### src/rtl/flqm_pkg.sv
// Shared types, codes and defaults of the FIFO lock queue manager.
// No dependencies.
`timescale 1ns / 1ps
package flqm_pkg;

    localparam int DEF_MUTEX_SLOTS = 16;
    localparam int DEF_QUEUE_DEPTH = 16;
    localparam int ID_W            = 16;

    localparam logic [1:0] FN_ACQUIRE = 2'd0;
    localparam logic [1:0] FN_RELEASE = 2'd1;
    localparam logic [1:0] FN_REMOVE  = 2'd2;
    localparam logic [1:0] FN_QUERY   = 2'd3;

    localparam logic [1:0] ST_OK   = 2'd0;
    localparam logic [1:0] ST_PERM = 2'd1;
    localparam logic [1:0] ST_FULL = 2'd2;

    localparam logic [1:0] RD_POS  = 2'd0;
    localparam logic [1:0] RD_POS1 = 2'd1;
    localparam logic [1:0] RD_HEAD = 2'd2;

    localparam logic EP_WHO  = 1'b0;
    localparam logic EP_HEAD = 1'b1;

    localparam logic [1:0] ANS_ZERO    = 2'd0;
    localparam logic [1:0] ANS_MATCH   = 2'd1;
    localparam logic [1:0] ANS_REMOVED = 2'd2;

    typedef struct packed {
        logic [1:0]      func;
        logic [ID_W-1:0] lock_id;
        logic [ID_W-1:0] requester;
        logic            wake_req;
        logic            kill_flag;
    } t_item;

    typedef struct packed {
        logic [ID_W-1:0] reply_endpoint;
        logic [1:0]      reply_status;
        logic            is_message;
        logic            answer;
        logic            last;
    } t_result;

    typedef struct packed {
        logic       load;
        logic       scan;
        logic       alloc;
        logic       append;
        logic       rd_en;
        logic [1:0] rd_sel;
        logic       wr_shift;
        logic       pos_inc;
        logic       dec_fill;
        logic       cur_next;
        logic       set_removed;
        logic       emit;
        logic       ep_sel;
        logic [1:0] status;
        logic       msg;
        logic [1:0] ans_sel;
        logic       last;
    } t_cmd;

    typedef struct packed {
        logic       scan_done;
        logic       found;
        logic       free_ok;
        logic       fill_zero;
        logic       fill_full;
        logic       pos1_lt_fill;
        logic       head_match;
        logic       used_cur;
        logic       cur_last;
        logic       pos_zero;
        logic       pop_head;
        logic [1:0] func;
        logic       wake;
        logic       kill;
    } t_stat;

endpackage

### src/rtl/flqm_ctrl.sv
// Controller: sequences slot scans, queue reads, shifts and result transfers.
// Depends on flqm_pkg.
`timescale 1ns / 1ps
module flqm_ctrl
    import flqm_pkg::*;
(
    input  logic  i_clk,
    input  logic  i_rst_n,
    input  logic  i_start,
    input  logic  [1:0] i_func,
    input  t_stat i_stat,
    output t_cmd  o_cmd,
    output logic  o_busy
);
    localparam logic [3:0] S_IDLE    = 4'd0;
    localparam logic [3:0] S_LOOK    = 4'd1;
    localparam logic [3:0] S_DEC     = 4'd2;
    localparam logic [3:0] S_ACQ     = 4'd3;
    localparam logic [3:0] S_REL_CHK = 4'd4;
    localparam logic [3:0] S_Q_CHK   = 4'd5;
    localparam logic [3:0] S_SH      = 4'd6;
    localparam logic [3:0] S_SH_WR   = 4'd7;
    localparam logic [3:0] S_POST    = 4'd8;
    localparam logic [3:0] S_GRANT   = 4'd9;
    localparam logic [3:0] S_RM_SLOT = 4'd10;
    localparam logic [3:0] S_RM_CHK  = 4'd11;
    localparam logic [3:0] S_RM_DONE = 4'd12;

    logic [3:0] r_state;
    logic [3:0] n_state;
    t_cmd       cmd;

    always_ff @(posedge i_clk) begin
        if (!i_rst_n) begin
            r_state <= S_IDLE;
        end else begin
            r_state <= n_state;
        end
    end

    always_comb begin
        cmd     = '0;
        n_state = r_state;
        unique case (r_state)
            S_IDLE: begin
                if (i_start) begin
                    cmd.load = 1'b1;
                    n_state  = (i_func == FN_REMOVE) ? S_RM_SLOT : S_LOOK;
                end
            end
            S_LOOK: begin
                cmd.scan = 1'b1;
                if (i_stat.scan_done) begin
                    n_state = S_DEC;
                end
            end
            S_DEC: begin
                n_state = S_IDLE;
                unique case (i_stat.func)
                    FN_ACQUIRE: begin
                        if (i_stat.found) begin
                            n_state = S_ACQ;
                        end else if (i_stat.free_ok) begin
                            cmd.alloc = 1'b1;
                            n_state   = S_ACQ;
                        end else begin
                            cmd.emit   = 1'b1;
                            cmd.status = ST_FULL;
                            cmd.msg    = 1'b1;
                            cmd.last   = 1'b1;
                        end
                    end
                    FN_RELEASE: begin
                        if (!i_stat.found || i_stat.fill_zero) begin
                            cmd.emit   = 1'b1;
                            cmd.status = ST_PERM;
                            cmd.msg    = 1'b1;
                            cmd.last   = 1'b1;
                        end else begin
                            cmd.rd_en  = 1'b1;
                            cmd.rd_sel = RD_HEAD;
                            n_state    = S_REL_CHK;
                        end
                    end
                    default: begin
                        if (!i_stat.found || i_stat.fill_zero) begin
                            cmd.emit    = 1'b1;
                            cmd.ans_sel = ANS_ZERO;
                            cmd.last    = 1'b1;
                        end else begin
                            cmd.rd_en  = 1'b1;
                            cmd.rd_sel = RD_HEAD;
                            n_state    = S_Q_CHK;
                        end
                    end
                endcase
            end
            S_ACQ: begin
                n_state  = S_IDLE;
                cmd.msg  = 1'b1;
                cmd.last = 1'b1;
                if (i_stat.fill_full) begin
                    cmd.emit   = 1'b1;
                    cmd.status = ST_FULL;
                end else begin
                    cmd.append = 1'b1;
                    cmd.emit   = i_stat.fill_zero;
                end
            end
            S_REL_CHK: begin
                if (i_stat.head_match) begin
                    n_state = S_SH;
                end else begin
                    cmd.emit   = 1'b1;
                    cmd.status = ST_PERM;
                    cmd.msg    = 1'b1;
                    cmd.last   = 1'b1;
                    n_state    = S_IDLE;
                end
            end
            S_Q_CHK: begin
                cmd.emit    = 1'b1;
                cmd.ans_sel = ANS_MATCH;
                cmd.last    = 1'b1;
                n_state     = S_IDLE;
            end
            S_SH: begin
                if (i_stat.pos1_lt_fill) begin
                    cmd.rd_en  = 1'b1;
                    cmd.rd_sel = RD_POS1;
                    n_state    = S_SH_WR;
                end else begin
                    cmd.dec_fill = 1'b1;
                    n_state      = S_POST;
                end
            end
            S_SH_WR: begin
                cmd.wr_shift = 1'b1;
                n_state      = S_SH;
            end
            S_POST: begin
                cmd.rd_en  = 1'b1;
                cmd.rd_sel = RD_HEAD;
                if (i_stat.func == FN_RELEASE) begin
                    cmd.emit = i_stat.wake;
                    cmd.msg  = 1'b1;
                    cmd.last = i_stat.fill_zero;
                    n_state  = i_stat.fill_zero ? S_IDLE : S_GRANT;
                end else begin
                    n_state = (i_stat.fill_zero || !i_stat.pop_head) ? S_RM_DONE : S_GRANT;
                end
            end
            S_GRANT: begin
                cmd.emit   = 1'b1;
                cmd.ep_sel = EP_HEAD;
                cmd.msg    = 1'b1;
                if (i_stat.func == FN_RELEASE) begin
                    cmd.last = 1'b1;
                    n_state  = S_IDLE;
                end else begin
                    n_state = S_RM_DONE;
                end
            end
            S_RM_SLOT: begin
                if (i_stat.used_cur && !i_stat.fill_zero) begin
                    cmd.rd_en  = 1'b1;
                    cmd.rd_sel = RD_POS;
                    n_state    = S_RM_CHK;
                end else if (i_stat.cur_last) begin
                    n_state = S_RM_DONE;
                end else begin
                    cmd.cur_next = 1'b1;
                end
            end
            S_RM_CHK: begin
                if (i_stat.head_match && (!i_stat.pos_zero || i_stat.kill)) begin
                    cmd.set_removed = 1'b1;
                    n_state         = S_SH;
                end else if (i_stat.pos1_lt_fill) begin
                    cmd.rd_en   = 1'b1;
                    cmd.rd_sel  = RD_POS1;
                    cmd.pos_inc = 1'b1;
                end else if (i_stat.cur_last) begin
                    n_state = S_RM_DONE;
                end else begin
                    cmd.cur_next = 1'b1;
                    n_state      = S_RM_SLOT;
                end
            end
            S_RM_DONE: begin
                cmd.emit    = 1'b1;
                cmd.ans_sel = ANS_REMOVED;
                cmd.last    = 1'b1;
                n_state     = S_IDLE;
            end
            default: begin
                n_state = S_IDLE;
            end
        endcase
    end

    assign o_cmd  = cmd;
    assign o_busy = (r_state != S_IDLE);

endmodule

### config.mk
export PLATFORM = sky130hd
export DESIGN_NAME = flqm_ctrl
export DESIGN_NICKNAME = d
export VERILOG_FILES = /design/src/rtl/flqm_pkg.sv /design/src/rtl/flqm_ctrl.sv
export SDC_FILE = /design/constraint.sdc
export NUM_CORES = 1
export LEC_CHECK = 0
export BUFFER_PORTS_ARGS = -buffer_cell sky130_fd_sc_hd__buf_2
export CORE_UTILIZATION = 42
export DETAILED_ROUTE_END_ITERATION = 12
export GPL_TIMING_DRIVEN = 0
export MAX_ROUTING_LAYER = met4
export PLACE_DENSITY_LB_ADDON = 0.2
export SLEW_MARGIN = 30
export SYNTH_ARGS = -nofsm -noshare
export SYNTH_HDL_FRONTEND = slang
export SYNTH_SLANG_ARGS = --single-unit
### constraint.sdc
create_clock -name i_clk -period 1.9 [get_ports i_clk]
set_clock_uncertainty 0.2 [all_clocks]
set_input_delay 0.57 -clock i_clk [delete_from_list [all_inputs] [get_ports i_clk]]
set_output_delay 0.57 -clock i_clk [all_outputs]
set_load 0.01 [all_outputs]
### After elaboration in Yosys (flattened, before gate mapping)

Cells that the tools add are included.

* flip-flop bits (word level): 4
* output and inout bits: 21
* logic and storage cells: 106

* equal/unequal tests: 18
* multiplexer cells: 71
* reduce and logical (&&, ||, !) cells: 16

Operators by type and width (number)
* 2-to-1 mux 4 bit: 11
* one-hot mux 4 bit (10 select lines): 1
* 2-to-1 mux 3 bit: 12
* 2-to-1 mux 1 bit: 32
* == test 4 bit (second input constant): 5
* == test 4 x 3 -> 1 bit (second input constant): 4
* one-hot mux 3 bit (5 select lines): 1
* one-hot mux 2 bit (3 select lines): 2
* 2-to-1 mux 2 bit: 5
* one-hot mux 1 bit (5 select lines): 2
* == test 4 x 2 -> 1 bit (second input constant): 2
* one-hot mux 4 bit (2 select lines): 1
* inequality test 3 bit (second input constant): 2
* one-hot mux 3 bit (2 select lines): 1
* OR reduction 3 bit: 2
* == test 4 x 1 -> 1 bit (second input constant): 1
* logical NOT 1 bit: 4
* logical NOT 4 bit: 1
* inequality test 2 bit (second input constant): 2
* one-hot mux 1 bit (2 select lines): 2
* one-hot mux 1 bit (4 select lines): 1
* AND reduction 4 bit: 1
* nonzero test 4 bit: 1
* logical OR 1 bit: 3
* 5 further kinds: 6

### Longest topological paths before layout

* depth after elaboration: 5
* gate-level depth with buffers: 6
* mapped depth without buffers: 5

### Least setup slack after synthesis

Ideal clock, no wire load.

* path kind: input port to output port
* start: in i_stat[0] (netlist bit)
* end: out o_cmd[9] (netlist bit)
* arrival time: 1425 ps
* path slack: -295 ps
* cell stages on the path: 4
* path buffers: 0
* path through: nand2b_1 > nand2_1 > or3b_1 > a21oi_1

RTL lines
* start, declared: RTL line flqm_ctrl.sv:11 `input t_stat i_stat,`
* end, declared: RTL line flqm_ctrl.sv:12 `output t_cmd o_cmd,`

==> impl_summary.md <==
GRT
Entering global routing, the biggest net connects 11 pins. Global routing finished with a remaining overflow of 0. The number of antenna violations at the first check in global routing is 0. The wire length of the first global-routing pass is 6130 um. The number of global-route vias before repair is 1248. The global-route total usage across every layer is 40.5%.

Synth
The number of warnings issued by yosys is 0. The largest total area in the synthesized netlist belongs to sky130_fd_sc_hd__dfxtp_1. The instance count of the mapped netlist is 126. The number of nets in the synthesized netlist is 146. After synthesis, the cell types taking the most area are sky130_fd_sc_hd__dfxtp_1 9.1%, sky130_fd_sc_hd__nand2_1 6.0%, sky130_fd_sc_hd__nor2_1 6.0%. The async set-reset flop share out of synthesis is 0%. For this run, the register share of the synthesized area comes to 9.09%. In the synthesized netlist the dominant register cell turns out to be sky130_fd_sc_hd__dfxtp_1. The synthesized design contains 4 register bits.

A synthesized cell averages 6.99 sq um. The mapped netlist covers 881 sq um. In this run, synthesis inferred 0 flip-flops with an integrated enable.

Counting distinct cell types in the post-synthesis netlist gives 49. Of the post-synthesis cell area, the dominant cell type holds 9.09%.

Die
In this run the horizontal extent of the chip is 47.8 um. Pin placement for this block handled 41 I/O pins. The die covers 0.00228 sq mm. Row generation in the floorplan step produced 16 rows. The die height is 47.8 um. The initial core utilization is 44.9%.

The placeable core region is 0.00196 sq mm.

Worst hold path
The sink of the worst hold path is r_state[3]. The critical hold path startpoint is i_rst_n. The worst min-delay path class is primary input to register. The hold path depth is 2.

Timing
The total count of max-transition violations in the final report is 0. Based on the critical path, the design can be clocked at up to 0.404 GHz. For the final routed database, the setup TNS stands at -8.32 ns.

Setup violations remaining at the end of the flow were counted as 25. The hold violation total from the final report is 0. In the finished design, the share of the clock period the worst path needs comes to 130%.

The worst slew margin relative to its limit is 71.8%. The post-layout worst setup margin is -0.573 ns. At the pin with the least slew margin, the transition time is 0.423 ns. Setup repair after global routing could not meet its margin everywhere. The minimum clock period after layout is 2.47 ns.

Route
The mean number of vias per cell is 7.17. The detailed router finished its first iteration with 176 violations. The routed wirelength normalized by instance count is 23.5 um. The final layout contains routed wiring with a total length of 5460 um.

The via total after detailed routing is 1663. The count of TritonRoute iterations in the first routing pass is 5. The number of antenna-violating nets in the routed design is 0. The detailed-route DRC error count is 0.

Worst setup path
The critical path goes through buf_6 > buf_6 > nand4bb_1 > a211o_1 > or3b_4 > buf_6. The buffer and inverter count on the worst path is 3. The depth of the worst register-to-register path is 10.

The slowest stage of the critical path is the sky130_fd_sc_hd__a211o_1 cell. The worst register-to-register path begins at r_state[0]. The worst endpoint data arrival time is 1.70 ns.

STA classifies the critical path startpoint as a register. At the worst endpoint, the required time is 1.13 ns. The most prevalent standard cell on the critical path is sky130_fd_sc_hd__buf_6.

The endpoint identified for the worst register-to-register timing path is r_state[2]. In this run the worst path has a maximum fanout of 7. The register-to-register setup slack is -0.27 ns. The family with the most delay on the worst path is simple AND/OR/NAND/NOR gates. For this run, the slowest stage of the critical path takes 0.37 ns. The critical path in this run is classified as register to primary output. The element type at the critical path end is a primary output.

CTS
TritonCTS built the clock tree. Buffers inserted during clock tree synthesis total 3. The worst-skew pair later-pin latency is 0.26 ns.

The cell at the root of the clock tree is sky130_fd_sc_hd__clkbuf_4. Hold repair after CTS inserted 0 buffers. CTS built an H-tree with a depth of 1. The clock sink count is 4. Clock-pin slew was measured on the worst setup and hold paths at 0.03 ns.

The maximum clock path buffer count is 2.

Cells and area
Fill cells in the final layout number 78. The largest registers in the layout are r_state: 4 flops. The ratio of cells with drive above 1 in the final layout is 72.2%. The repair_antennas step left the layout with diodes totalling 0. The area growth from synthesis to layout is 106%. The finished cells cover 0.00181 sq mm. More flip-flops sit in one register than any other, and that register is r_state. The register with the most flip-flops in the layout has 4 of them. The net count of the finished layout is 227. The footprint of the flip-flops and latches is 90.1 sq um.

The multi-input combinational cell area is 973 sq um.

Place
The HPWL after detailed placement is 2160 um. During placement, the flow inserted port buffers numbering 40. The placed instances occupy a cell area of 0.00117 sq mm. The final weighted congestion of routability-driven global placement is 0.889.

Power and ir drop
Power spread over the standard cell area amounts to 1430 mW/mm^2. The leakage dissipation is 0.000797 uW. The worst ir drop on vdd is 0.979 mV.

Run status
The run finished, with violations left. The checks that failed: setup timing.

Flow run
The total of max-cap violations is 0.
## synthesized netlist by cell type, types with 4 or more instances
library cell and instances:
sky130_fd_sc_hd__buf_2 5, sky130_fd_sc_hd__nand2b_1 4, sky130_fd_sc_hd__o21ai_0 5, sky130_fd_sc_hd__a21oi_1 7
sky130_fd_sc_hd__nand3_1 4, sky130_fd_sc_hd__dfxtp_1 4, sky130_fd_sc_hd__nand2_1 14, sky130_fd_sc_hd__nor2_1 14
sky130_fd_sc_hd__o211ai_1 4, sky130_fd_sc_hd__nor3_1 6, sky130_fd_sc_hd__nor2b_1 4, sky130_fd_sc_hd__inv_1 5
## where the power goes
part | switching, uW | leakage, uW | internal (uW) | total (uW)
sequential | 57.6 | 0.0000350 | 132 | 189
clock | 46.0 | 0.0000138 | 71.4 | 117
combinational | 1160 | 0.000748 | 1120 | 2280
## cell usage in the layout, fill, tap and decap left out, types with 4 or more instances in the layout
| cell | netlist | layout |
|---|---|---|
| sky130_fd_sc_hd__buf_4 | 2 | 26 |
| sky130_fd_sc_hd__nand2_1 | 14 | 6 |
| sky130_fd_sc_hd__nand2_2 | 1 | 6 |
| sky130_fd_sc_hd__nor2_2 | 0 | 5 |
| sky130_fd_sc_hd__a21oi_1 | 7 | 5 |
| sky130_fd_sc_hd__o211ai_1 | 4 | 4 |
| sky130_fd_sc_hd__buf_6 | 1 | 18 |
| sky130_fd_sc_hd__buf_2 | 5 | 35 |
| sky130_fd_sc_hd__inv_1 | 5 | 4 |
| sky130_fd_sc_hd__nor2_1 | 14 | 6 |
| sky130_fd_sc_hd__nand2b_4 | 1 | 5 |
## layout make-up
type                            count  area share, %
Buffer                              7           5.52
Tap cell                           27           1.86
Inverter                            6           1.66
Multi-Input combinational cell    108           53.7
Clock buffer                        3           1.24
Timing Repair Buffer               77           31.1
Sequential cell                     4           4.97
## what timing repair did
| item | 4_1_cts | 5_1_grt |
|---|---|---|
| pin swaps | 23 | 17 |
| endpoints found under the hold margin | 0 | 0 |
| gates resized for setup | 56 | 35 |
| buffers inserted | 25 | 14 |
| setup endpoints to repair | 21 | 25 |
## logic make-up after synthesis
| logic type | Yosys count | synth area share, % |
|---|---|---|
| flip-flops | 4 | 9.09 |
| AO/OA/AOI/OAI | 45 | 39.1 |
| AND/OR/NAND/NOR | 63 | 43.5 |
| buffers and inverters | 14 | 8.38 |
## per-stage QoR
stage	worst slack, ns	std cells	hold WS, ns	utilization [%]	power (uW)
after floorplan	-0.243	126	0.491	-	1030
after global placement	-0.535	193	0.628	59.6	1310
after detailed placement	-0.544	193	0.636	59.6	1320
after CTS	-0.500	221	0.379	81.3	2040
after global routing	-0.610	232	0.422	92.4	2660
final	-0.573	232	0.431	92.4	2590
## layer usage
metal	up-vias	track usage (%)	wire, um	part of all wire, %
li1	641	-	-	-
met1	728	50.6	1850	34
met2	206	63.0	2310	42
met3	88	9.43	726	13
met4	0	15.0	582	11
met5	-	-	0	0
## how the worst max path moves through the flow
stage,end,cells past startpoint,slack (ns),from
final,o_cmd[15],6,-0.57,r_state[3]
after global routing,o_cmd[9],6,-0.61,r_state[3]
after CTS,o_cmd[3],7,-0.50,i_stat[3]
after detailed placement,o_cmd[3],7,-0.54,i_stat[11]
after global placement,o_cmd[3],7,-0.53,i_stat[11]
after floorplan,o_cmd[3],5,-0.24,i_stat[13]
## worst reg2reg max path, cell delays in order, from the launching register on
cell                       delay [ns]
sky130_fd_sc_hd__dfxtp_4         0.37
sky130_fd_sc_hd__buf_6           0.15
sky130_fd_sc_hd__buf_6           0.11
sky130_fd_sc_hd__buf_6           0.10
sky130_fd_sc_hd__buf_6           0.10
sky130_fd_sc_hd__buf_4           0.14
sky130_fd_sc_hd__nor3b_1         0.28
sky130_fd_sc_hd__a21oi_1         0.10
sky130_fd_sc_hd__o22ai_2         0.21
sky130_fd_sc_hd__a211oi_1        0.11
sky130_fd_sc_hd__a21oi_1         0.21
No activity file was read; power rests on OpenSTA's default activity.
